File: config.mk
export PLATFORM = sky130hd
export DESIGN_NAME = xsettings_scale_scanner_top_flat
export DESIGN_NICKNAME = d
export VERILOG_FILES = /design/src/sv/xss_pkg.sv /design/src/sv/xss_if.sv /design/src/sv/xss_queue.sv /design/src/sv/xss_parser.sv /design/src/sv/xsettings_scale_scanner_top.sv /design/src/flat_wrapper.sv
export SDC_FILE = /design/constraint.sdc
export NUM_CORES = 1
export LEC_CHECK = 0
export BUFFER_PORTS_ARGS = -buffer_cell sky130_fd_sc_hd__buf_2
export CAP_MARGIN = 40
export CORE_AREA = 2 2 208 210
export CTS_CLUSTER_DIAMETER = 30
export DETAILED_ROUTE_END_ITERATION = 6
export DIE_AREA = 0 0 210 212
export PLACE_DENSITY = 0.58
export SETUP_SLACK_MARGIN = 0.02
export SYNTH_ARGS = -nofsm -noshare
export SYNTH_HDL_FRONTEND = slang
export SYNTH_SLANG_ARGS = --single-unit
export TNS_END_PERCENT = 30
File: constraint.sdc
create_clock -name clk_i -period 7.65 [get_ports clk_i]
set_clock_uncertainty 0.1 [all_clocks]
set_input_delay 0.3825 -clock clk_i [delete_from_list [all_inputs] [get_ports clk_i]]
set_output_delay 0.3825 -clock clk_i [all_outputs]
set_load 0.05 [all_outputs]
File: src/sv/xss_pkg.sv
// Package for the settings scale scanner: parser phases, status codes,
// record kinds and the target name table. No dependencies.
package xss_pkg;

  typedef enum logic [3:0] {
    PH_ORDER, PH_HDRSKIP, PH_COUNT, PH_RECHDR, PH_NAME,
    PH_INTTAIL, PH_STRTAIL, PH_SKIP, PH_DONE
  } phase_e;

  typedef enum logic [2:0] {
    ST_OK, ST_HEADER, ST_TRUNC, ST_BAD_TYPE, ST_OVERFLOW
  } status_e;

  typedef enum logic [1:0] {
    KIND_INT, KIND_STR, KIND_COLOR, KIND_BAD
  } kind_e;

  localparam int unsigned TargetLen = 23;
  localparam int unsigned QueueDepth = 2;

  // One input item as it travels through the front-to-back queue
  typedef struct packed {
    logic [7:0] data_byte;
    logic       last_byte;
  } byte_t;

  typedef struct packed {
    logic signed [31:0] scale;
    logic               changed;
    logic               found;
    logic [2:0]         status;
  } result_t;

  function automatic logic [7:0] target_char(input logic [4:0] idx);
    logic [7:0] c;
    case (idx)
      5'd0: c = "G";   5'd1: c = "d";   5'd2: c = "k";   5'd3: c = "/";
      5'd4: c = "W";   5'd5: c = "i";   5'd6: c = "n";   5'd7: c = "d";
      5'd8: c = "o";   5'd9: c = "w";   5'd10: c = "S";  5'd11: c = "c";
      5'd12: c = "a";  5'd13: c = "l";  5'd14: c = "i";  5'd15: c = "n";
      5'd16: c = "g";  5'd17: c = "F";  5'd18: c = "a";  5'd19: c = "c";
      5'd20: c = "t";  5'd21: c = "o";  5'd22: c = "r";
      default: c = 8'h00;
    endcase
    return c;
  endfunction

endpackage

File: src/sv/xss_if.sv
// Valid/ready channel interfaces for input bytes and results.
// Depends on xss_pkg.
interface xss_in_if;
  logic          valid;
  logic          ready;
  xss_pkg::byte_t payload;
  modport source (output valid, output payload, input ready);
  modport sink   (input valid, input payload, output ready);
endinterface

interface xss_out_if;
  logic            valid;
  logic            ready;
  xss_pkg::result_t payload;
  modport source (output valid, output payload, input ready);
  modport sink   (input valid, input payload, output ready);
endinterface

File: src/sv/xss_queue.sv
// Front stage: accepts input bytes into a short FIFO that feeds the parser.
// Depends on xss_pkg.
module xss_queue (
  input  logic          clk_i,
  input  logic          rst_ni,
  input  logic          in_valid_i,
  output logic          in_ready_o,
  input  xss_pkg::byte_t in_data_i,
  output logic          out_valid_o,
  input  logic          out_ready_i,
  output xss_pkg::byte_t out_data_o
);
  import xss_pkg::*;

  byte_t      mem_q [QueueDepth];
  logic       wr_q, rd_q;
  logic [1:0] cnt_q;
  logic       push, pop;

  assign in_ready_o  = (cnt_q != 2'(QueueDepth));
  assign out_valid_o = (cnt_q != 2'd0);
  assign out_data_o  = mem_q[rd_q];
  assign push = in_valid_i && in_ready_o;
  assign pop  = out_valid_o && out_ready_i;

  // Store on push
  always_ff @(posedge clk_i) begin
    if (push) mem_q[wr_q] <= in_data_i;
  end

  // Advance pointers and count
  always_ff @(posedge clk_i or negedge rst_ni) begin
    if (!rst_ni) begin
      wr_q  <= 1'b0;
      rd_q  <= 1'b0;
      cnt_q <= 2'd0;
    end else begin
      if (push) wr_q <= ~wr_q;
      if (pop)  rd_q <= ~rd_q;
      cnt_q <= cnt_q + 2'(push) - 2'(pop);
    end
  end
endmodule

File: src/sv/xss_parser.sv
// Back stage: byte-serial settings parser with a registered result stage.
// Depends on xss_pkg.
module xss_parser (
  input  logic            clk_i,
  input  logic            rst_ni,
  input  logic            in_valid_i,
  output logic            in_ready_o,
  input  xss_pkg::byte_t   in_data_i,
  output logic            out_valid_o,
  input  logic            out_ready_i,
  output xss_pkg::result_t out_data_o
);
  import xss_pkg::*;

  phase_e      phase_q, phase_d;
  logic        msb_q, msb_d;
  logic [31:0] rem_q, rem_d;
  logic [31:0] word_q, word_d;
  logic [31:0] left_q, left_d;
  kind_e       kind_q, kind_d;
  logic [15:0] nlen_q, nlen_d;
  logic [4:0]  npos_q, npos_d;
  logic        match_q, match_d;
  logic [31:0] scale_q, scale_d;
  status_e     stat_q, stat_d;
  logic        found_q, found_d;
  logic        chg_q, chg_d;
  logic        ovalid_q;
  result_t     odata_q, res;
  logic        take;
  logic [7:0]  b;
  logic [1:0]  k;
  logic [31:0] rem_m1, asm_w, skip_n;

  assign in_ready_o  = !ovalid_q || out_ready_i;
  assign take        = in_valid_i && in_ready_o;
  assign out_valid_o = ovalid_q;
  assign out_data_o  = odata_q;
  assign b      = in_data_i.data_byte;
  assign rem_m1 = rem_q - 32'd1;

  // Next parser state for one byte
  always_comb begin
    phase_d = phase_q; msb_d = msb_q; rem_d = rem_q; word_d = word_q;
    left_d = left_q; kind_d = kind_q; nlen_d = nlen_q; npos_d = npos_q;
    match_d = match_q; scale_d = scale_q; stat_d = stat_q;
    found_d = found_q; chg_d = chg_q;
    k = 2'(~rem_q[1:0] + 2'd1);  // position within a 4-byte field
    asm_w = 32'd0;
    skip_n = 32'd0;
    // Assemble one byte of a 32-bit field at position k
    if (msb_q) asm_w = (k == 2'd0) ? {24'd0, b} : {word_q[23:0], b};
    else       asm_w = ((k == 2'd0) ? 32'd0 : word_q) | ({24'd0, b} << {k, 3'b000});
    case (phase_q)
      PH_ORDER: begin
        if (b > 8'd1) begin
          stat_d = ST_HEADER; phase_d = PH_DONE;
        end else begin
          msb_d = b[0]; phase_d = PH_HDRSKIP; rem_d = 32'd7;
        end
      end
      PH_HDRSKIP: begin
        rem_d = rem_m1;
        if (rem_m1 == 32'd0) begin
          phase_d = PH_COUNT; rem_d = 32'd4;
        end
      end
      PH_COUNT: begin
        word_d = asm_w; rem_d = rem_m1;
        if (rem_m1 == 32'd0) begin
          if (asm_w == 32'd0) phase_d = PH_DONE;
          else begin
            left_d = asm_w - 32'd1; phase_d = PH_RECHDR; rem_d = 32'd4;
          end
        end
      end
      PH_RECHDR: begin
        if (k == 2'd0) kind_d = (b <= 8'd2) ? kind_e'(b[1:0]) : KIND_BAD;
        else if (k == 2'd2) word_d = msb_q ? {24'd0, b} : {24'd0, b};
        else if (k == 2'd3) word_d = msb_q ? {word_q[23:0], b} : (word_q | {16'd0, b, 8'd0});
        rem_d = rem_m1;
        if (rem_m1 == 32'd0) begin
          if (kind_q == KIND_BAD) begin
            stat_d = ST_BAD_TYPE; phase_d = PH_DONE;
          end else begin
            nlen_d = word_d[15:0]; npos_d = 5'd0; match_d = 1'b1;
            phase_d = PH_NAME;
            rem_d = {14'd0, word_d[15:0] + 16'd3, 2'b00} >> 2 << 2;
            rem_d = {14'd0, 18'({2'b00, word_d[15:0]} + 18'd3) & 18'h3FFFC};
          end
        end
      end
      PH_NAME: begin
        if (npos_q <= 5'(TargetLen)) begin
          if ({11'd0, npos_q} < nlen_q) begin
            if (npos_q < 5'(TargetLen)) begin
              if (b != target_char(npos_q)) match_d = 1'b0;
            end else if (b != 8'd0) match_d = 1'b0;
          end
          npos_d = npos_q + 5'd1;
        end
        rem_d = rem_m1;
      end
      PH_INTTAIL, PH_STRTAIL: begin
        if (rem_q <= 32'd4) word_d = asm_w;
        rem_d = rem_m1;
        if (rem_m1 == 32'd0) begin
          if (phase_q == PH_INTTAIL) begin
            if (asm_w != scale_q) begin
              scale_d = asm_w; chg_d = 1'b1;
            end
            found_d = 1'b1; phase_d = PH_DONE;
          end else if (asm_w > 32'hFFFF_FFFC) begin
            stat_d = ST_OVERFLOW; phase_d = PH_DONE;
          end else begin
            skip_n = (asm_w + 32'd3) & ~32'd3;
          end
        end
      end
      PH_SKIP: rem_d = rem_m1;
      default: ;
    endcase
    // End of name field (from record header with empty name, or last name byte)
    if ((phase_q == PH_NAME && rem_m1 == 32'd0) ||
        (phase_q == PH_RECHDR && rem_m1 == 32'd0 && kind_q != KIND_BAD &&
         word_d[15:0] == 16'd0)) begin
      if (kind_q == KIND_INT) begin
        if (match_d && nlen_d >= 16'(TargetLen)) begin
          phase_d = PH_INTTAIL; rem_d = 32'd8;
        end else skip_n = 32'd8;
      end else if (kind_q == KIND_COLOR) skip_n = 32'd12;
      else begin
        phase_d = PH_STRTAIL; rem_d = 32'd8;
      end
    end
    // Skip a run of bytes, or start the next record
    if (skip_n != 32'd0) begin
      phase_d = PH_SKIP; rem_d = skip_n;
    end else if ((phase_q == PH_SKIP && rem_m1 == 32'd0) ||
                 (phase_q == PH_STRTAIL && rem_m1 == 32'd0 && phase_d != PH_DONE)) begin
      if (left_q == 32'd0) phase_d = PH_DONE;
      else begin
        left_d = left_q - 32'd1; phase_d = PH_RECHDR; rem_d = 32'd4;
      end
    end
    // Form the result
    res.scale   = scale_d;
    res.changed = chg_d;
    res.found   = found_d;
    if (phase_d != PH_DONE)
      res.status = (phase_d <= PH_COUNT) ? ST_HEADER : ST_TRUNC;
    else res.status = stat_d;
  end

  // Hold parser state; clear per-blob state at the last byte
  always_ff @(posedge clk_i or negedge rst_ni) begin
    if (!rst_ni) begin
      phase_q <= PH_ORDER; msb_q <= 1'b0; rem_q <= '0; word_q <= '0;
      left_q <= '0; kind_q <= KIND_INT; nlen_q <= '0; npos_q <= '0;
      match_q <= 1'b1; scale_q <= 32'd1; stat_q <= ST_OK;
      found_q <= 1'b0; chg_q <= 1'b0; ovalid_q <= 1'b0;
    end else begin
      if (out_ready_i) ovalid_q <= 1'b0;
      if (take) begin
        scale_q <= scale_d;
        if (in_data_i.last_byte) begin
          phase_q <= PH_ORDER; msb_q <= 1'b0; rem_q <= '0; word_q <= '0;
          left_q <= '0; kind_q <= KIND_INT; nlen_q <= '0; npos_q <= '0;
          match_q <= 1'b1; stat_q <= ST_OK; found_q <= 1'b0; chg_q <= 1'b0;
          ovalid_q <= 1'b1;
        end else begin
          phase_q <= phase_d; msb_q <= msb_d; rem_q <= rem_d; word_q <= word_d;
          left_q <= left_d; kind_q <= kind_d; nlen_q <= nlen_d; npos_q <= npos_d;
          match_q <= match_d; stat_q <= stat_d; found_q <= found_d; chg_q <= chg_d;
        end
      end
    end
  end

  // Capture result payload
  always_ff @(posedge clk_i) begin
    if (take && in_data_i.last_byte) odata_q <= res;
  end
endmodule

File: src/sv/xsettings_scale_scanner_top.sv
// Result path: with the queue empty, a last byte accepted at the input is stored in the queue
// memory, then taken by the parser, which registers the result and offers it on out_ch.
// Throughput: one byte per cycle, set by the single-byte parser step, while a held result does not stall the parser.
// Reset: asynchronous active low; the kept scale resets to 1, the queue empties.
// Top level: byte queue in front of the settings parser.
// Depends on xss_pkg, xss_if, xss_queue and xss_parser.
module xsettings_scale_scanner_top (
  input  logic clk_i,
  input  logic rst_ni,
  xss_in_if.sink    in_ch,
  xss_out_if.source out_ch
);
  import xss_pkg::*;

  logic  q_valid, q_ready;
  byte_t q_data;

  xss_queue u_queue (
    .clk_i, .rst_ni,
    .in_valid_i (in_ch.valid), .in_ready_o (in_ch.ready), .in_data_i (in_ch.payload),
    .out_valid_o(q_valid), .out_ready_i(q_ready), .out_data_o(q_data)
  );

  xss_parser u_parser (
    .clk_i, .rst_ni,
    .in_valid_i (q_valid), .in_ready_o (q_ready), .in_data_i (q_data),
    .out_valid_o(out_ch.valid), .out_ready_i(out_ch.ready), .out_data_o(out_ch.payload)
  );
endmodule
File: src/flat_wrapper.sv
// flat-port wrapper written by rule: the top's interface ports become plain ports
module xsettings_scale_scanner_top_flat import xss_pkg::*;
  (clk_i, rst_ni, in_ch_valid, in_ch_payload, in_ch_ready, out_ch_valid, out_ch_payload, out_ch_ready);
  xss_in_if in_ch_i ();
  xss_out_if out_ch_i ();
  input  logic clk_i;
  input  logic rst_ni;
  input wire logic [$bits(in_ch_i.valid)-1:0] in_ch_valid;
  input wire logic [$bits(in_ch_i.payload)-1:0] in_ch_payload;
  output wire logic [$bits(in_ch_i.ready)-1:0] in_ch_ready;
  output wire logic [$bits(out_ch_i.valid)-1:0] out_ch_valid;
  output wire logic [$bits(out_ch_i.payload)-1:0] out_ch_payload;
  input wire logic [$bits(out_ch_i.ready)-1:0] out_ch_ready;
  assign in_ch_i.valid = in_ch_valid;
  assign in_ch_i.payload = in_ch_payload;
  assign in_ch_ready = in_ch_i.ready;
  assign out_ch_valid = out_ch_i.valid;
  assign out_ch_payload = out_ch_i.payload;
  assign out_ch_i.ready = out_ch_ready;
  xsettings_scale_scanner_top u_core (.clk_i(clk_i), .rst_ni(rst_ni), .in_ch(in_ch_i), .out_ch(out_ch_i));
endmodule
==> results by group <==
Pwr
  • Clock Power Share: 29.6%
  • Internal power: 4.89 mW
  • PD cells: 464 nW/µm²
  • Switching Share: 47.9%
  • Seq pwr share: 17.5%
  • Comb power frac: 52.9%
  • Leak: 8.16 nW
  • VDD IR max: 0.239 mV
  • Psw: 4.49 mW

Logic synthesis
  • Synthesis-stage register bit count: 222
  • Distinct cell type count after synthesis: 93
  • Synth Instances: 1978
  • Top cells by area, synth: dfrtp_1 (25%), edfxtp_1 (9.8%), o21ai_0 (6.0%)
  • Post-Syn Area per Cell: 8.50 µm²
  • Post-Syn Area: 16800 µm²
  • Prevailing post-synth register cell: dfrtp_1
  • Register area share after synthesis: 34.7%
  • Synth top cells by count: o21ai_0 (202), nand2_1 (197), dfrtp_1 (165), nor2_1 (149), clkbuf_1 (113)
  • Synthesis Warnings: 0
  • Yosys top cell by area: dfrtp_1
  • Async set-reset flop share out of synthesis: 75.2%
  • Mapped Nets: 2012
  • Dominant cell by count in the synthesized netlist: o21ai_0
  • Synth top area share: 24.6%
  • Post-synth EDFFs: 55

Floorplanning
  • CORE AREA: 42500 µm²
  • Die X: 210 µm
  • Io pins: 52
  • Die Ht: 212 µm
  • Die area: 44500 µm²
  • Row count: 76
  • Initial Util: 39.5%

Run status
  • Status: finished, final reports clean

Critical path
  • Critical Path Sink Type: register
  • Crit-path slowest cell: nor3_1
  • WS Path Type: reg -> reg
  • Crit-path most repeated cell: buf_4
  • Worst Path Buf+Inv: 4
  • Worst path required time: 7.89 ns
  • CP Launch Type: register
  • CP delay by family, top: simple AND/OR/NAND/NOR gates
  • CP max stage delay: 0.75 ns
  • Crit path cell chain: inv_1, ha_1, o21bai_1, buf_4, a22oi_1, buf_4, ha_1, a211oi_1, a211oi_1, buf_4, or4_1, nor3_1, nand3_1, a221oi_1, a21o_1, nor3b_2, nand3_1, o31a_1
  • Crit Path Max Fanout: 15
  • Worst Path Arrival: 6.57 ns

Place
  • Cell count after placement: 2517
  • DP Worst Slack: 1.39 ns
  • HPWL after DPL: 49900 µm
  • Routability Congestion: 0.987
  • PortBufs: 51

Detailed routing
  • Avg WL per Cell: 26.1 µm
  • Initial DRC Count: 1675
  • Vias: 16900
  • Vias/cell: 6.38
  • Drc violations: 0
  • WL final: 69000 µm
  • First-pass DRT Iterations: 6
  • Routed Antenna Nets: 0

Clocking
  • Total CTS buffers: 60
  • TritonCTS clock tree: yes
  • H-Tree Depth: 2
  • Reg clk slew, reported paths: 0.04 ns
  • Worst-Skew Late Latency: 0.61 ns
  • Clk root buf: clkbuf_16
  • Setup Buffers After CTS: 0
  • Clock tree sinks: 222
  • Longest Clk Path Bufs: 3
  • Cts repair resizes: 0
  • Hold-fix buffers, CTS: 10

Finish
  • Share of layout cells above drive strength 1: 17.1%
  • Multi-input gate area: 10300 µm²
  • Layout Utilization: 47.5%
  • Seq. cell area: 5830 µm²
  • Layout Cells excl Fill: 2641
  • Inserted Diodes: 0
  • FILL cells: 4110
  • Area delta synth->final: 20.1%
  • Number of nets in the layout: 2079

STA
  • RSZ-0062 raised after global routing: false
  • Max_slew headroom: 34.3%
  • Worst hold slack: 0.0221 ns
  • Final-report max-slew violation count: 0
  • Final setup viols: 0
  • Worst slew pin tran: 0.978 ns
  • Final Hold Vio Count: 0
  • Min Clock Period, post-route: 6.32 ns
  • Final worst setup slack: 1.33 ns
  • FMAX: 158 MHz
  • Crit share post-route: 82.7%
  • Setup TNS: 0 ns

Global routing
  • Vias in the first global route: 16500
  • Initial antenna violation count: 0
  • Largest net degree at the start of global routing: 59
  • GRT overflow: 0
  • First-pass GRT wire length: 105000 µm
  • All-Layer GR Usage: 31.2%

Worst hold path
  • Class of the worst hold path: in -> reg

Job
  • Max-Cap Viols: 0
==> registers in the layout (all words and copies together) (netlist names) <==
signal                       flops
u_core.u_parser.npos_q           5
u_core.u_parser.found_q          1
u_core.u_parser.match_q          1
u_core.u_parser.scale_q         32
u_core.u_parser.out_data_o      37
u_core.u_parser.word_q          32
u_core.u_parser.msb_q            1
u_core.u_queue.wr_q              1
u_core.u_parser.stat_q           3
u_core.u_parser.nlen_q          16
u_core.u_parser.out_valid_o      1
u_core.u_parser.kind_q           2
u_core.u_parser.phase_q          4
u_core.u_queue.cnt_q             2
u_core.u_parser.left_q          32
u_core.u_queue.mem_q            18
u_core.u_queue.rd_q              1
u_core.u_parser.rem_q           32
u_core.u_parser.chg_q            1
==> tightest hold or removal path, stage by stage <==
cell	delay, ns
buf_2	0.10
nand2_1	0.11
xnor2_1	0.08
==> worst paths after layout <==
kind	startpoint	to	slack [ns]	cells past startpoint
worst max-delay path	u_core.u_parser.rem_q[0]	u_core.u_parser.out_data_o[1]	1.33	18
worst min-delay path	in_ch_valid	u_core.u_queue.wr_q	0.02	3
worst max register to register	u_core.u_parser.rem_q[0]	u_core.u_parser.out_data_o[1]	1.33	18
worst min register to register	u_core.u_parser.match_q	u_core.u_parser.match_q	0.37	2
max in group asynchronous	rst_ni	u_core.u_parser.left_q[3]	6.03	3
min in group asynchronous	rst_ni	u_core.u_parser.npos_q[3]	0.21	2
==> routing by layer <==
layer	GRT usage [%]	vias to the layer above	wire, µm
met1	41.2	8202	28800
met5	0	-	0
met4	15.4	0	3770
met2	48.2	866	30200
li1	-	7575	-
met3	7.00	207	6190
==> stage by stage <==
stage / total power [mW] / instance area, µm²
2_1_floorplan: 4.77 / 16800
3_3_place_gp: 6.40 / 17700
3_5_place_dp: 6.45 / 17800
4_1_cts: 9.28 / 20200
5_1_grt: 9.83 / 20200
6_report: 9.38 / 20200
==> placed cells by master, fill, tap and decap left out, types with 11 or more instances in the layout <==
master        n
xor2_1       50
a22oi_1      41
nand2b_1     26
bufinv_16    15
or2_2        18
mux2i_1      66
nand4_1      24
a21oi_1      97
mux2_2       62
a31oi_1      16
xnor2_1      76
nor3_1       64
nand3_1      43
o22ai_1      51
buf_2        53
nor4_1       48
a211oi_1     19
o21ai_0     201
dfrtp_1     164
or3_1        20
nand2_1     197
a21o_1       15
clkinvlp_4   11
a22o_1       31
clkbuf_16    61
nor2_1      148
o31ai_1      29
buf_4        77
edfxtp_1     55
ha_1         20
and3_1       16
nor2b_1      12
inv_1        26
or4_1        20
o2bb2ai_1    14
==> layout make-up <==
cell class | count | area share, %
Multi-Input combinational cell | 1587 | 51.0
Inverter | 28 | 0.520
Timing Repair Buffer | 146 | 5.12
Clock buffer | 69 | 7.86
Tap cell | 546 | 3.38
Clock inverter | 43 | 3.22
Sequential cell | 222 | 28.9
==> power by group through the flow <==
| stage | clock (mW) | sequential, mW | combinational, mW |
|---|---|---|---|
| after CTS | 2.80 | 1.64 | 4.84 |
| after global routing | 2.88 | 1.67 | 5.28 |
| after floorplan | 0 | 1.80 | 2.97 |
| after detailed placement | 0 | 1.65 | 4.80 |
| after global placement | 0 | 1.65 | 4.75 |
| final | 2.78 | 1.64 | 4.96 |
==> kinds of logic (layout without fill, tap and decap cells) <==
group                      count (synthesis)  after routing  share of synthesized area (%)
and+or+nand+nor                          700            700                           21.2
AOI/OAI and AO/OA                        609            609                           23.3
DFF                                      222            222                           34.7
buffers and inverters                    169            286                           4.32
muxes                                    131            131                           8.36
xor gates and xnor gates                 126            126                           6.56
adders and majority gates                 21             21                           1.56
Power figures use the tool's default switching activity.
